==> src/rtl/sfwd_pkg.sv <==
// Package: shared constants, types and codes of the scale frame weight decoder.
`default_nettype none

package sfwd_pkg;

  // Frame layout
  localparam int unsigned FRAME_BYTES = 14;
  localparam int unsigned FIELD_CHARS = 7;
  localparam int unsigned FIELD_START = 2;
  localparam int unsigned POS_W       = $clog2(FRAME_BYTES + 1);

  // Payload widths
  localparam int unsigned BYTE_W   = 8;
  localparam int unsigned ACC_W    = 24;
  localparam int unsigned WEIGHT_W = 25;
  localparam int unsigned FRAC_W   = 3;
  localparam int unsigned DIGIT_W  = 4;

  // Op queue between front and back
  localparam int unsigned QUEUE_DEPTH = 2;
  localparam int unsigned QUEUE_AW    = (QUEUE_DEPTH > 1) ? $clog2(QUEUE_DEPTH) : 1;
  localparam int unsigned QUEUE_CW    = $clog2(QUEUE_DEPTH + 1);

  // Character codes
  localparam logic [BYTE_W-1:0] CHAR_LF    = 8'h0A;
  localparam logic [BYTE_W-1:0] CHAR_TAB   = 8'h09;
  localparam logic [BYTE_W-1:0] CHAR_CR    = 8'h0D;
  localparam logic [BYTE_W-1:0] CHAR_SPACE = 8'h20;
  localparam logic [BYTE_W-1:0] CHAR_PLUS  = 8'h2B;
  localparam logic [BYTE_W-1:0] CHAR_MINUS = 8'h2D;
  localparam logic [BYTE_W-1:0] CHAR_POINT = 8'h2E;
  localparam logic [BYTE_W-1:0] CHAR_ZERO  = 8'h30;
  localparam logic [BYTE_W-1:0] CHAR_NINE  = 8'h39;

  typedef enum logic [1:0] {
    OP_START,
    OP_CHAR,
    OP_END
  } op_kind_e;

  typedef enum logic [2:0] {
    CLS_BLANK,
    CLS_PLUS,
    CLS_MINUS,
    CLS_POINT,
    CLS_DIGIT,
    CLS_OTHER
  } char_cls_e;

  typedef struct packed {
    op_kind_e            kind;
    char_cls_e           cls;
    logic [DIGIT_W-1:0]  digit;
    logic                hdr_neg;
  } op_t;

endpackage

`default_nettype wire

==> src/rtl/sfwd_if.sv <==
// Interfaces: byte request channel and weight result channel.
`default_nettype none

interface sfwd_rx_if;
  import sfwd_pkg::*;
  logic              valid;
  logic              ready;
  logic [BYTE_W-1:0] rx_byte;

  modport source (output valid, output rx_byte, input ready);
  modport sink   (input valid, input rx_byte, output ready);
endinterface

interface sfwd_res_if;
  import sfwd_pkg::*;
  logic                       valid;
  logic                       ready;
  logic signed [WEIGHT_W-1:0] weight_value;
  logic [FRAC_W-1:0]          fraction_digits;
  logic                       parse_ok;

  modport source (output valid, output weight_value, output fraction_digits,
                  output parse_ok, input ready);
  modport sink   (input valid, input weight_value, input fraction_digits,
                  input parse_ok, output ready);
endinterface

`default_nettype wire

==> src/rtl/sfwd_front.sv <==
// Front end: tracks frame position, classifies bytes, issues parse ops.
`default_nettype none

module sfwd_front (
  input  wire logic           clk_i,
  input  wire logic           rst_ni,
  sfwd_rx_if.sink             rx_i,
  output sfwd_pkg::op_t       push_data_o,
  output logic                push_valid_o,
  input  wire logic           push_ready_i
);
  import sfwd_pkg::*;

  localparam logic [POS_W-1:0] POS_LAST  = POS_W'(FRAME_BYTES - 1);
  localparam logic [POS_W-1:0] POS_FIRST = POS_W'(FIELD_START);
  localparam logic [POS_W-1:0] POS_AFTER = POS_W'(FIELD_START + FIELD_CHARS);

  logic [POS_W-1:0] pos_q, pos_d;
  logic             accept;
  logic             in_field;
  char_cls_e        cls;

  always_comb begin
    if (rx_i.rx_byte >= CHAR_ZERO && rx_i.rx_byte <= CHAR_NINE) begin
      cls = CLS_DIGIT;
    end else if (rx_i.rx_byte == CHAR_SPACE ||
                 (rx_i.rx_byte >= CHAR_TAB && rx_i.rx_byte <= CHAR_CR)) begin
      cls = CLS_BLANK;
    end else if (rx_i.rx_byte == CHAR_PLUS) begin
      cls = CLS_PLUS;
    end else if (rx_i.rx_byte == CHAR_MINUS) begin
      cls = CLS_MINUS;
    end else if (rx_i.rx_byte == CHAR_POINT) begin
      cls = CLS_POINT;
    end else begin
      cls = CLS_OTHER;
    end
  end

  assign rx_i.ready = push_ready_i;
  assign accept     = rx_i.valid && push_ready_i;
  assign in_field   = (pos_q >= POS_FIRST) && (pos_q < POS_AFTER);

  always_comb begin
    push_data_o.cls     = cls;
    push_data_o.digit   = rx_i.rx_byte[DIGIT_W-1:0];
    push_data_o.hdr_neg = (rx_i.rx_byte == CHAR_MINUS);
    push_data_o.kind    = OP_CHAR;
    push_valid_o        = 1'b0;
    if (pos_q == '0) begin
      push_data_o.kind = OP_START;
      push_valid_o     = rx_i.valid;
    end else if (in_field) begin
      push_data_o.kind = OP_CHAR;
      push_valid_o     = rx_i.valid;
    end else if (pos_q == POS_LAST) begin
      push_data_o.kind = OP_END;
      push_valid_o     = rx_i.valid;
    end
  end

  // Last byte closes the frame; a line feed anywhere restarts it
  always_comb begin
    pos_d = pos_q;
    if (accept) begin
      if (pos_q == POS_LAST || rx_i.rx_byte == CHAR_LF) begin
        pos_d = '0;
      end else begin
        pos_d = pos_q + POS_W'(1);
      end
    end
  end

  always_ff @(posedge clk_i or negedge rst_ni) begin
    if (!rst_ni) begin
      pos_q <= '0;
    end else begin
      pos_q <= pos_d;
    end
  end

endmodule

`default_nettype wire

==> src/rtl/sfwd_queue.sv <==
// Short op queue between front and back end.
`default_nettype none

module sfwd_queue (
  input  wire logic           clk_i,
  input  wire logic           rst_ni,
  input  wire sfwd_pkg::op_t  push_data_i,
  input  wire logic           push_valid_i,
  output logic                push_ready_o,
  output sfwd_pkg::op_t       pop_data_o,
  output logic                pop_valid_o,
  input  wire logic           pop_ready_i
);
  import sfwd_pkg::*;

  op_t                 mem_q [QUEUE_DEPTH];
  logic [QUEUE_AW-1:0] wr_ptr_q, wr_ptr_d;
  logic [QUEUE_AW-1:0] rd_ptr_q, rd_ptr_d;
  logic [QUEUE_CW-1:0] count_q, count_d;
  logic                do_push, do_pop;

  function automatic logic [QUEUE_AW-1:0] ptr_inc(input logic [QUEUE_AW-1:0] p);
    return (p == QUEUE_AW'(QUEUE_DEPTH - 1)) ? '0 : p + QUEUE_AW'(1);
  endfunction

  assign push_ready_o = (count_q != QUEUE_CW'(QUEUE_DEPTH));
  assign pop_valid_o  = (count_q != '0);
  assign pop_data_o   = mem_q[rd_ptr_q];
  assign do_push      = push_valid_i && push_ready_o;
  assign do_pop       = pop_valid_o && pop_ready_i;

  always_comb begin
    wr_ptr_d = do_push ? ptr_inc(wr_ptr_q) : wr_ptr_q;
    rd_ptr_d = do_pop  ? ptr_inc(rd_ptr_q) : rd_ptr_q;
    count_d  = count_q;
    if (do_push && !do_pop) begin
      count_d = count_q + QUEUE_CW'(1);
    end else if (!do_push && do_pop) begin
      count_d = count_q - QUEUE_CW'(1);
    end
  end

  always_ff @(posedge clk_i or negedge rst_ni) begin
    if (!rst_ni) begin
      wr_ptr_q <= '0;
      rd_ptr_q <= '0;
      count_q  <= '0;
    end else begin
      wr_ptr_q <= wr_ptr_d;
      rd_ptr_q <= rd_ptr_d;
      count_q  <= count_d;
    end
  end

  always_ff @(posedge clk_i) begin
    if (do_push) begin
      mem_q[wr_ptr_q] <= push_data_i;
    end
  end

endmodule

`default_nettype wire

==> src/rtl/sfwd_back.sv <==
// Back end: decimal field parser and result register.
`default_nettype none

module sfwd_back (
  input  wire logic           clk_i,
  input  wire logic           rst_ni,
  input  wire sfwd_pkg::op_t  pop_data_i,
  input  wire logic           pop_valid_i,
  output logic                pop_ready_o,
  sfwd_res_if.source          res_o
);
  import sfwd_pkg::*;

  typedef enum logic [1:0] {
    PH_LEAD,
    PH_BODY,
    PH_DONE
  } phase_e;

  phase_e              phase_q, phase_d;
  logic [ACC_W-1:0]    acc_q, acc_d;
  logic [FRAC_W-1:0]   frac_q, frac_d;
  logic                point_q, point_d;
  logic                digit_q, digit_d;
  logic                fneg_q, fneg_d;
  logic                hneg_q, hneg_d;

  logic                       out_valid_q;
  logic signed [WEIGHT_W-1:0] out_weight_q;
  logic [FRAC_W-1:0]          out_frac_q;
  logic                       out_ok_q;

  logic                do_pop, do_end;
  logic [WEIGHT_W-1:0] mag, weight;

  assign pop_ready_o = (pop_data_i.kind != OP_END) || !out_valid_q || res_o.ready;
  assign do_pop      = pop_valid_i && pop_ready_o;
  assign do_end      = do_pop && (pop_data_i.kind == OP_END);

  always_comb begin
    phase_d = phase_q;
    acc_d   = acc_q;
    frac_d  = frac_q;
    point_d = point_q;
    digit_d = digit_q;
    fneg_d  = fneg_q;
    hneg_d  = hneg_q;
    if (do_pop) begin
      case (pop_data_i.kind)
        OP_START: begin
          phase_d = PH_LEAD;
          acc_d   = '0;
          frac_d  = '0;
          point_d = 1'b0;
          digit_d = 1'b0;
          fneg_d  = 1'b0;
          hneg_d  = pop_data_i.hdr_neg;
        end
        OP_CHAR: begin
          if (phase_q == PH_LEAD && pop_data_i.cls == CLS_BLANK) begin
            // skip leading whitespace
          end else if (phase_q == PH_LEAD &&
                       (pop_data_i.cls == CLS_PLUS || pop_data_i.cls == CLS_MINUS)) begin
            fneg_d  = (pop_data_i.cls == CLS_MINUS);
            phase_d = PH_BODY;
          end else if (phase_q != PH_DONE) begin
            phase_d = PH_BODY;
            if (pop_data_i.cls == CLS_DIGIT) begin
              // acc * 10 + digit, kept to accumulator width
              acc_d   = {acc_q[ACC_W-4:0], 3'b000} + {acc_q[ACC_W-2:0], 1'b0}
                        + ACC_W'(pop_data_i.digit);
              digit_d = 1'b1;
              if (point_q) begin
                frac_d = frac_q + FRAC_W'(1);
              end
            end else if (pop_data_i.cls == CLS_POINT && !point_q) begin
              point_d = 1'b1;
            end else begin
              phase_d = PH_DONE;
            end
          end
        end
        default: begin
        end
      endcase
    end
  end

  assign mag    = {1'b0, acc_q};
  assign weight = (hneg_q ^ fneg_q) ? (~mag + WEIGHT_W'(1)) : mag;

  always_ff @(posedge clk_i or negedge rst_ni) begin
    if (!rst_ni) begin
      phase_q      <= PH_LEAD;
      acc_q        <= '0;
      frac_q       <= '0;
      point_q      <= 1'b0;
      digit_q      <= 1'b0;
      fneg_q       <= 1'b0;
      hneg_q       <= 1'b0;
      out_valid_q  <= 1'b0;
      out_weight_q <= '0;
      out_frac_q   <= '0;
      out_ok_q     <= 1'b0;
    end else begin
      phase_q <= phase_d;
      acc_q   <= acc_d;
      frac_q  <= frac_d;
      point_q <= point_d;
      digit_q <= digit_d;
      fneg_q  <= fneg_d;
      hneg_q  <= hneg_d;
      if (do_end) begin
        out_valid_q  <= 1'b1;
        out_weight_q <= digit_q ? $signed(weight) : '0;
        out_frac_q   <= digit_q ? frac_q : '0;
        out_ok_q     <= digit_q;
      end else if (res_o.ready) begin
        out_valid_q <= 1'b0;
      end
    end
  end

  assign res_o.valid           = out_valid_q;
  assign res_o.weight_value    = out_weight_q;
  assign res_o.fraction_digits = out_frac_q;
  assign res_o.parse_ok        = out_ok_q;

endmodule

`default_nettype wire

==> src/rtl/scale_frame_weight_decoder.sv <==
// Top level: scale report frame decoder producing a signed decimal weight.
//
//  channel  dir  request fields                               accepted when
//  -------  ---  -------------------------------------------  -------------------
//  rx_i     in   rx_byte[7:0]                                 valid && ready
//  res_o    out  weight_value[24:0] s, fraction_digits[2:0],  valid && ready
//                parse_ok
//
//  One byte is taken every cycle; the front end only stalls when the
//  two-entry op queue is full. That needs a finished result waiting in the
//  output register, the next frame end stuck behind it at the queue head,
//  and the first byte of the frame after that queued as well.
//  A frame's last op is registered in the op queue, and its result then
//  in the parser's output register.
//  Reset (rst_ni low, asynchronous) clears frame position, parse state,
//  queue and output valid; no clearing pass is needed.
`default_nettype none

module scale_frame_weight_decoder (
  input  wire logic    clk_i,
  input  wire logic    rst_ni,
  sfwd_rx_if.sink      rx_i,
  sfwd_res_if.source   res_o
);
  import sfwd_pkg::*;

  // front -> queue
  op_t  push_data;
  logic push_valid;
  logic push_ready;

  // queue -> back
  op_t  pop_data;
  logic pop_valid;
  logic pop_ready;

  // Front: byte position tracking and character classification
  sfwd_front u_front (
    .clk_i        (clk_i),
    .rst_ni       (rst_ni),
    .rx_i         (rx_i),
    .push_data_o  (push_data),
    .push_valid_o (push_valid),
    .push_ready_i (push_ready)
  );

  // Decouples byte intake from the result handshake
  sfwd_queue u_queue (
    .clk_i        (clk_i),
    .rst_ni       (rst_ni),
    .push_data_i  (push_data),
    .push_valid_i (push_valid),
    .push_ready_o (push_ready),
    .pop_data_o   (pop_data),
    .pop_valid_o  (pop_valid),
    .pop_ready_i  (pop_ready)
  );

  // Back: incremental decimal parse, sign fold and result register
  sfwd_back u_back (
    .clk_i       (clk_i),
    .rst_ni      (rst_ni),
    .pop_data_i  (pop_data),
    .pop_valid_i (pop_valid),
    .pop_ready_o (pop_ready),
    .res_o       (res_o)
  );

endmodule

`default_nettype wire

==> src/flat_wrapper.sv <==
// flat-port wrapper written by rule: the top's interface ports become plain ports
module scale_frame_weight_decoder_flat import sfwd_pkg::*;
  (clk_i, rst_ni, rx_i_valid, rx_i_rx_byte, rx_i_ready, res_o_valid, res_o_weight_value, res_o_fraction_digits, res_o_parse_ok, res_o_ready);
  sfwd_rx_if rx_i_i ();
  sfwd_res_if res_o_i ();
  input  wire logic clk_i;
  input  wire logic rst_ni;
  input wire logic [$bits(rx_i_i.valid)-1:0] rx_i_valid;
  input wire logic [$bits(rx_i_i.rx_byte)-1:0] rx_i_rx_byte;
  output wire logic [$bits(rx_i_i.ready)-1:0] rx_i_ready;
  output wire logic [$bits(res_o_i.valid)-1:0] res_o_valid;
  output wire logic [$bits(res_o_i.weight_value)-1:0] res_o_weight_value;
  output wire logic [$bits(res_o_i.fraction_digits)-1:0] res_o_fraction_digits;
  output wire logic [$bits(res_o_i.parse_ok)-1:0] res_o_parse_ok;
  input wire logic [$bits(res_o_i.ready)-1:0] res_o_ready;
  assign rx_i_i.valid = rx_i_valid;
  assign rx_i_i.rx_byte = rx_i_rx_byte;
  assign rx_i_ready = rx_i_i.ready;
  assign res_o_valid = res_o_i.valid;
  assign res_o_weight_value = res_o_i.weight_value;
  assign res_o_fraction_digits = res_o_i.fraction_digits;
  assign res_o_parse_ok = res_o_i.parse_ok;
  assign res_o_i.ready = res_o_ready;
  scale_frame_weight_decoder u_core (.clk_i(clk_i), .rst_ni(rst_ni), .rx_i(rx_i_i), .res_o(res_o_i));
endmodule
==> config.mk <==
export PLATFORM = sky130hd
export DESIGN_NAME = scale_frame_weight_decoder_flat
export DESIGN_NICKNAME = d
export VERILOG_FILES = /design/src/rtl/sfwd_pkg.sv /design/src/rtl/sfwd_if.sv /design/src/rtl/sfwd_front.sv /design/src/rtl/sfwd_queue.sv /design/src/rtl/sfwd_back.sv /design/src/rtl/scale_frame_weight_decoder.sv /design/src/flat_wrapper.sv
export SDC_FILE = /design/constraint.sdc
export NUM_CORES = 1
export LEC_CHECK = 0
export BUFFER_PORTS_ARGS = -buffer_cell sky130_fd_sc_hd__buf_2
export CORE_MARGIN = 8
export CORE_UTILIZATION = 30
export CTS_BUF_LIST = sky130_fd_sc_hd__clkbuf_4
export CTS_CLUSTER_SIZE = 12
export DETAILED_ROUTE_END_ITERATION = 8
export MAX_ROUTING_LAYER = met4
export REMOVE_ABC_BUFFERS = 1
export SLEW_MARGIN = 20
export SYNTH_ARGS = -nofsm -noshare
export SYNTH_HDL_FRONTEND = slang
export SYNTH_SLANG_ARGS = --single-unit
==> constraint.sdc <==
create_clock -name clk_i -period 4.4 [get_ports clk_i]
set_input_delay 0.88 -clock clk_i [delete_from_list [all_inputs] [get_ports clk_i]]
set_output_delay 0.88 -clock clk_i [all_outputs]
set_load 0.02 [all_outputs]
[After elaboration in Yosys (flattened, before gate mapping)]
Memories as Yosys holds them, arrays and structs flattened.
Index checks and enable logic that the tools add are counted.
Cells by class
  bitwise logic cells: 2
  order comparisons: 6
  mux-type cells: 54
  divide/modulo/power cells: 0
  shift operators: 0
  reduce and logical (&&, ||, !) cells: 35
  eq/ne operators: 24
  multipliers: 0
  $add $sub $neg: 9
Operator list (number)
  24-bit two-way mux: 4
  25-bit two-way mux: 2
  24-bit one-hot mux with 2 select lines: 1
  3-bit two-way mux: 11
  8-bit by 6-bit equality test with 1-bit output, second input constant: 4
  25-bit by 1-bit adder with 25-bit output, second input constant: 1
  24-bit NOT with 25-bit output: 1
  24-bit adder: 1
  24-bit by 4-bit adder with 24-bit output: 1
  2-bit != test, second input constant: 11
  1-bit two-way mux: 20
  2-bit two-way mux: 10
  7-bit AND reduction: 2
  1-bit logical AND: 12
  8-bit by 4-bit equality test with 1-bit output, second input constant: 1
  8-bit by 4-bit greater-or-equal comparator with 1-bit output, second input constant: 1
  8-bit by 6-bit greater-or-equal comparator with 1-bit output, second input constant: 1
  8-bit by 4-bit <= comparator with 1-bit output, second input constant: 1
  8-bit by 6-bit <= comparator with 1-bit output, second input constant: 1
  4-bit AND reduction: 2
  2-bit nonzero test: 4
  3-bit by 2-bit equality test with 1-bit output, second input constant: 2
  1-bit one-hot mux with 2 select lines: 3
  3-bit one-hot mux with 2 select lines: 1
  23 further kinds: 32
Word-level totals
  output and inout port bits: 31
  memories: 1
  register bits after elaboration: 71
  logic and storage cells: 146
  RAM bits: 20
  latch bits: 0
  bits in read-only memories: 0
  input bits: 12
Memories
  u_core.u_queue.mem_q: depth 2, width 10, rd ports 1, clocked after Yosys merged registers in 0, write ports 1, RTL line sfwd_queue.sv:16  | op_t mem_q [QUEUE_DEPTH];

[Depth between registers and ports, before layout]
  depth after elaboration: 9
  mapped depth: 14
  depth with buffers taken out: 11

[By module]
Synthesis repeated with hierarchy kept, for this count alone.
Second synthesis, totals
  cells, all modules: 606
  area total of the unflattened synthesis: 5849.4 sq um
Modules (own cells, without submodules)
  sfwd_back: area each 4306.6 sq um, sequential area each 1576.5 sq um, times used 1, cells each 487
  sfwd_queue: area each 932.1 sq um, sequential area each 700.7 sq um, times used 1, cells each 49
  sfwd_front: area each 610.6 sq um, sequential area each 100.1 sq um, times used 1, cells each 70

[Least setup slack after synthesis]
OpenSTA, ideal clock, no wires.
  path kind: reg2reg
  from: register u_core.u_queue.rd_ptr_q
  to: register u_core.u_back.acc_q[18]
  path buffers: 3
  data required time: 4.313 ns
  clock period less this slack: 3.163 ns
  arrival: 3.077 ns
  library setup time: 0.087 ns
  stages on the path, launching flop included: 15
  path slack: 1.237 ns
  path through: dfrtp_1 buf_2 buf_4 mux2_2 ha_1 ha_1 inv_1 fa_1 nor2b_1 o31ai_1 a211o_1 and2_1 buf_1 o21a_1 o211ai_1
On the way
  longest elaborated chain between the ends: 7
  elaborated cells on any way between the ends: 26
  classes of those cells: add/sub (1); eq/ne (9); mux (5); reduce/logical (10); memory (1)
Ends and longest elaborated chain
  start, declared: RTL line sfwd_queue.sv:18  | logic [QUEUE_AW-1:0] rd_ptr_q, rd_ptr_d;
  start signal, assigned: RTL line sfwd_queue.sv:50  | rd_ptr_q <= rd_ptr_d;
  memory read 2 x 10 bit (*)
  24-bit by 4-bit adder with 24-bit output: RTL line sfwd_back.sv:71  | + ACC_W'(pop_data_i.digit);
  24-bit two-way mux: RTL line sfwd_back.sv:68  | if (pop_data_i.cls == CLS_DIGIT) begin
  24-bit two-way mux: RTL line sfwd_back.sv:66  | end else if (phase_q != PH_DONE) begin
  24-bit two-way mux: RTL line sfwd_back.sv:62  | end else if (phase_q == PH_LEAD &&
  24-bit two-way mux: RTL line sfwd_back.sv:60  | if (phase_q == PH_LEAD && pop_data_i.cls == CLS_BLANK) begin
  24-bit one-hot mux with 2 select lines: RTL line sfwd_back.sv:49  | case (pop_data_i.kind)
  end signal, assigned: RTL line sfwd_back.sv:95  | acc_q <= '0;
  end signal, assigned: RTL line sfwd_back.sv:107  | acc_q <= acc_d;
  end, declared: RTL line sfwd_back.sv:21  | logic [ACC_W-1:0] acc_q, acc_d;
Every way passes the cells marked *; elsewhere a longest branch is shown, timed or not. The select of a mux whose other input is x is not followed.
A chain may end at the register's enable or synchronous reset.

[Final worst setup path]
  from: register u_core.u_queue.rd_ptr_q
  to: register u_core.u_back.acc_q[10]
The elaborated chain is that of the path after synthesis.

==> qor.yml <==
status: "finished clean"
yosysWarnings: 0
dr.pass1.iters: 4
dp_cells: 919
diodes: 0
core_area_um2: 19530
period_minus_slack_ns: 3.028
htreeDepth: 3
finalInstanceArea_um2: 6598
grt_start_max_net_pins: 72
post-route-util_pct: 33.79
start_util_pct: 30.57
clkTransAtPathRegs_ns: 0.17
r2r-end: "u_core.u_back.acc_q[10]$_DFFE_PN0P_"
drtAntennaViolNets: 0
post-cts-setup-buffers: 0
gp_congestion: 0.8502
rsz0062_at_grt: "no"
overflow: 0
die_w_um: 157.0
post_dp_cell_area_um2: 6469
ys_seq_area_share_pct: 39.83
avgSynthCellArea_um2: 9.443
areaGrowthSynthToFinish_pct: 10.55
row_count: 51
synthCells: 632
start_kind: "flop"
worstRegToRegCells: 11
reg2reg_slack_ns: 1.37
cts_tree: "done"
num-nets-final: 729
hold_viol: 0
vias: 4623
die-area_um2: 24660
drtIter0Drc: 225
crit_type: "reg -> reg"
insertion_delay_ns: 0.49
stdcell_count: 935
p_leak_nw: 2.910
synth_edf_count: 20
cp_max_fo: 4
path_cells: "mux2_2 -> ha_1 -> ha_1 -> inv_1 -> fa_1 -> nor2b_1 -> o31ai_1 -> a21oi_1 -> a21o_1 -> a2111oi_0 -> a221o_1"
crit_slowest_cell: "dfrtp_1"
power_density_nw_per_um2: 655.9
slew_headroom_pct: 36.68
hold_class: "in -> async"
cts_hold_buffers: 0
critical_path.endpoint: "u_core.u_back.acc_q[10]$_DFFE_PN0P_"
ioPinCount: 43
first_global_vias: 4562
hpwl_um: 9927
io_buffers: 42
antenna_found_initial: 0
worst-endpoint-arrival_ns: 3.46
cpMostUsedCell: "ha_1"
via_per_inst: 4.944
async_flop_share_pct: 78.02
power_mw: 4.327
cp-startpoint: "u_core.u_queue.rd_ptr_q$_DFFE_PN0P_"
cts_buffers: 9
ir_drop_mv: 0.2984
synth.cell_area_um2: 5968
grtUsageTotal_pct: 12.01
fin_hold_ws_ns: 0.4758
clock.fmax_mhz: 330.2
cts_buffer_depth: 2
cp.depth: 11
maxSlewViolCount: 0
wl_per_cell_um: 14.73
cp_slowest_stage_delay_ns: 0.44
drive_gt1_share_pct: 13.13
skew_ns: 0.02667
setup_viol: 0
synth-seq-cells: 91
r2r-start: "u_core.u_queue.rd_ptr_q$_DFFE_PN0P_"
layout_commonest_cell: "nand2_1"
synthFlopType: "dfrtp_1"
grt_pass1_wl_um: 23230
routed_wirelength_um: 13780
route.detailed.drc: 0
crit_path_end_kind: "flop"
post_cts_resized: 0
cts.sinks: 91
clockRootBuffer: "clkbuf_4"
critPathTopFamily: "compound AO/OA/AOI/OAI gates"
ys_types: 72
final_cell_mix: "84 x nand2_1, 71 x dfrtp_1, 50 x ha_1"
worstMarginPinSlew_ns: 0.9498
path_buf_inv: 1
crit_required_ns: 4.83
die_height_um: 157.0
drv_cap: 0
min_period_over_period_pct: 68.83
kinds of logic after synthesis:
family | count (synthesis) | share of synthesized area, %
xor gates and xnor gates | 44 | 6.457
adders and majority gates | 53 | 11.32
and+or+nand+nor | 208 | 17.13
buffers and inverters | 47 | 3.165
AOI/OAI and AO/OA | 180 | 20.50
DFF | 91 | 39.83
muxes | 9 | 1.593
state kept, by name, summed over array words and instances (netlist names), 2 cells and up:
name,flops
u_core.u_back.frac_q,3
u_core.u_front.pos_q,4
u_core.u_back.acc_q,24
u_core.u_queue.mem_q,20
u_core.u_back.res_o.fraction_digits,3
u_core.u_back.res_o.weight_value,25
u_core.u_queue.count_q,2
u_core.u_back.phase_q,2
metal layers:
metal | global-route usage [%] | vias up | share of wire (%) | routed length (um)
met3 | 2.523 | 12 | 4.7 | 651
met1 | 14.86 | 2166 | 48 | 6595
met4 | 3.264 | 0 | 1.1 | 152
li1 | - | 2370 | - | -
met2 | 19.62 | 75 | 46 | 6375
met5 | - | - | 0 | 0
power by group:
group	internal [mW]	total [mW]	switching, mW
sequential	1.15	1.45	0.296
clock	0.126	0.457	0.331
combinational	0.942	2.43	1.48
how the worst min path moves through the flow:
stage	slack (ns)	start	end
finish	0.48	rst_ni	u_core.u_front.pos_q[0]$_DFFE_PN0P_
global route	0.51	u_core.u_back.res_o.weight_value[21]$_DFFE_PN0P_	u_core.u_back.res_o.weight_value[21]$_DFFE_PN0P_
CTS	0.50	u_core.u_back.res_o.weight_value[15]$_DFFE_PN0P_	u_core.u_back.res_o.weight_value[15]$_DFFE_PN0P_
detailed placement	0.46	u_core.u_back.res_o.weight_value[15]$_DFFE_PN0P_	u_core.u_back.res_o.weight_value[15]$_DFFE_PN0P_
global placement	0.45	u_core.u_back.res_o.weight_value[16]$_DFFE_PN0P_	u_core.u_back.res_o.weight_value[16]$_DFFE_PN0P_
floorplan	0.46	u_core.u_queue.wr_ptr_q$_DFFE_PN0P_	u_core.u_queue.wr_ptr_q$_DFFE_PN0P_
worst register-to-register path, cell delays in order, from the launching register on:
cell and delay (ns):
dfrtp_1 0.44, mux2_2 0.35, ha_1 0.27, ha_1 0.22
inv_1 0.07, fa_1 0.18, nor2b_1 0.07, o31ai_1 0.40
a21oi_1 0.19, a21o_1 0.23, a2111oi_0 0.40, a221o_1 0.16
stage by stage:
step | setup TNS (ns) | setup slack, ns
2_1_floorplan | -1.234 | -0.2274
3_3_place_gp | 0 | 1.409
3_5_place_dp | 0 | 1.374
4_1_cts | 0 | 1.369
5_1_grt | 0 | 1.035
6_report | 0 | 1.372
Yosys cell counts (5+ instances only):
cell type,count,share of area (%)
a211oi_1,6,0.75
clkbuf_1,18,1.1
nand4_1,5,0.52
mux2i_1,5,0.84
nor2b_1,7,0.73
buf_2,7,0.59
o21ai_0,48,4.0
a21oi_1,34,2.9
and2_1,5,0.52
o41ai_1,5,0.73
o21a_1,8,1.0
nand2b_1,7,0.73
nor4_1,5,0.52
a21o_1,8,1.0
nor2_1,42,2.6
xnor2_1,23,3.4
dfrtp_1,71,30
inv_1,20,1.3
or3_1,5,0.52
nand2_1,84,5.3
ha_1,50,10
o31ai_1,26,3.3
xor2_1,21,3.1
edfxtp_1,20,10
nor3_1,10,0.84
nand3_1,12,1.0
layout make-up:
cell class,instances,area [um^2]
multi-input combinational,494,3420
tap,265,331.6
clock buffer,9,67.56
timing repair buffer,49,265.3
inverter,20,75.07
clock inverter,7,61.31
fill,2079,12930
sequential,91,2377
(Power assumes the default switching activity.)
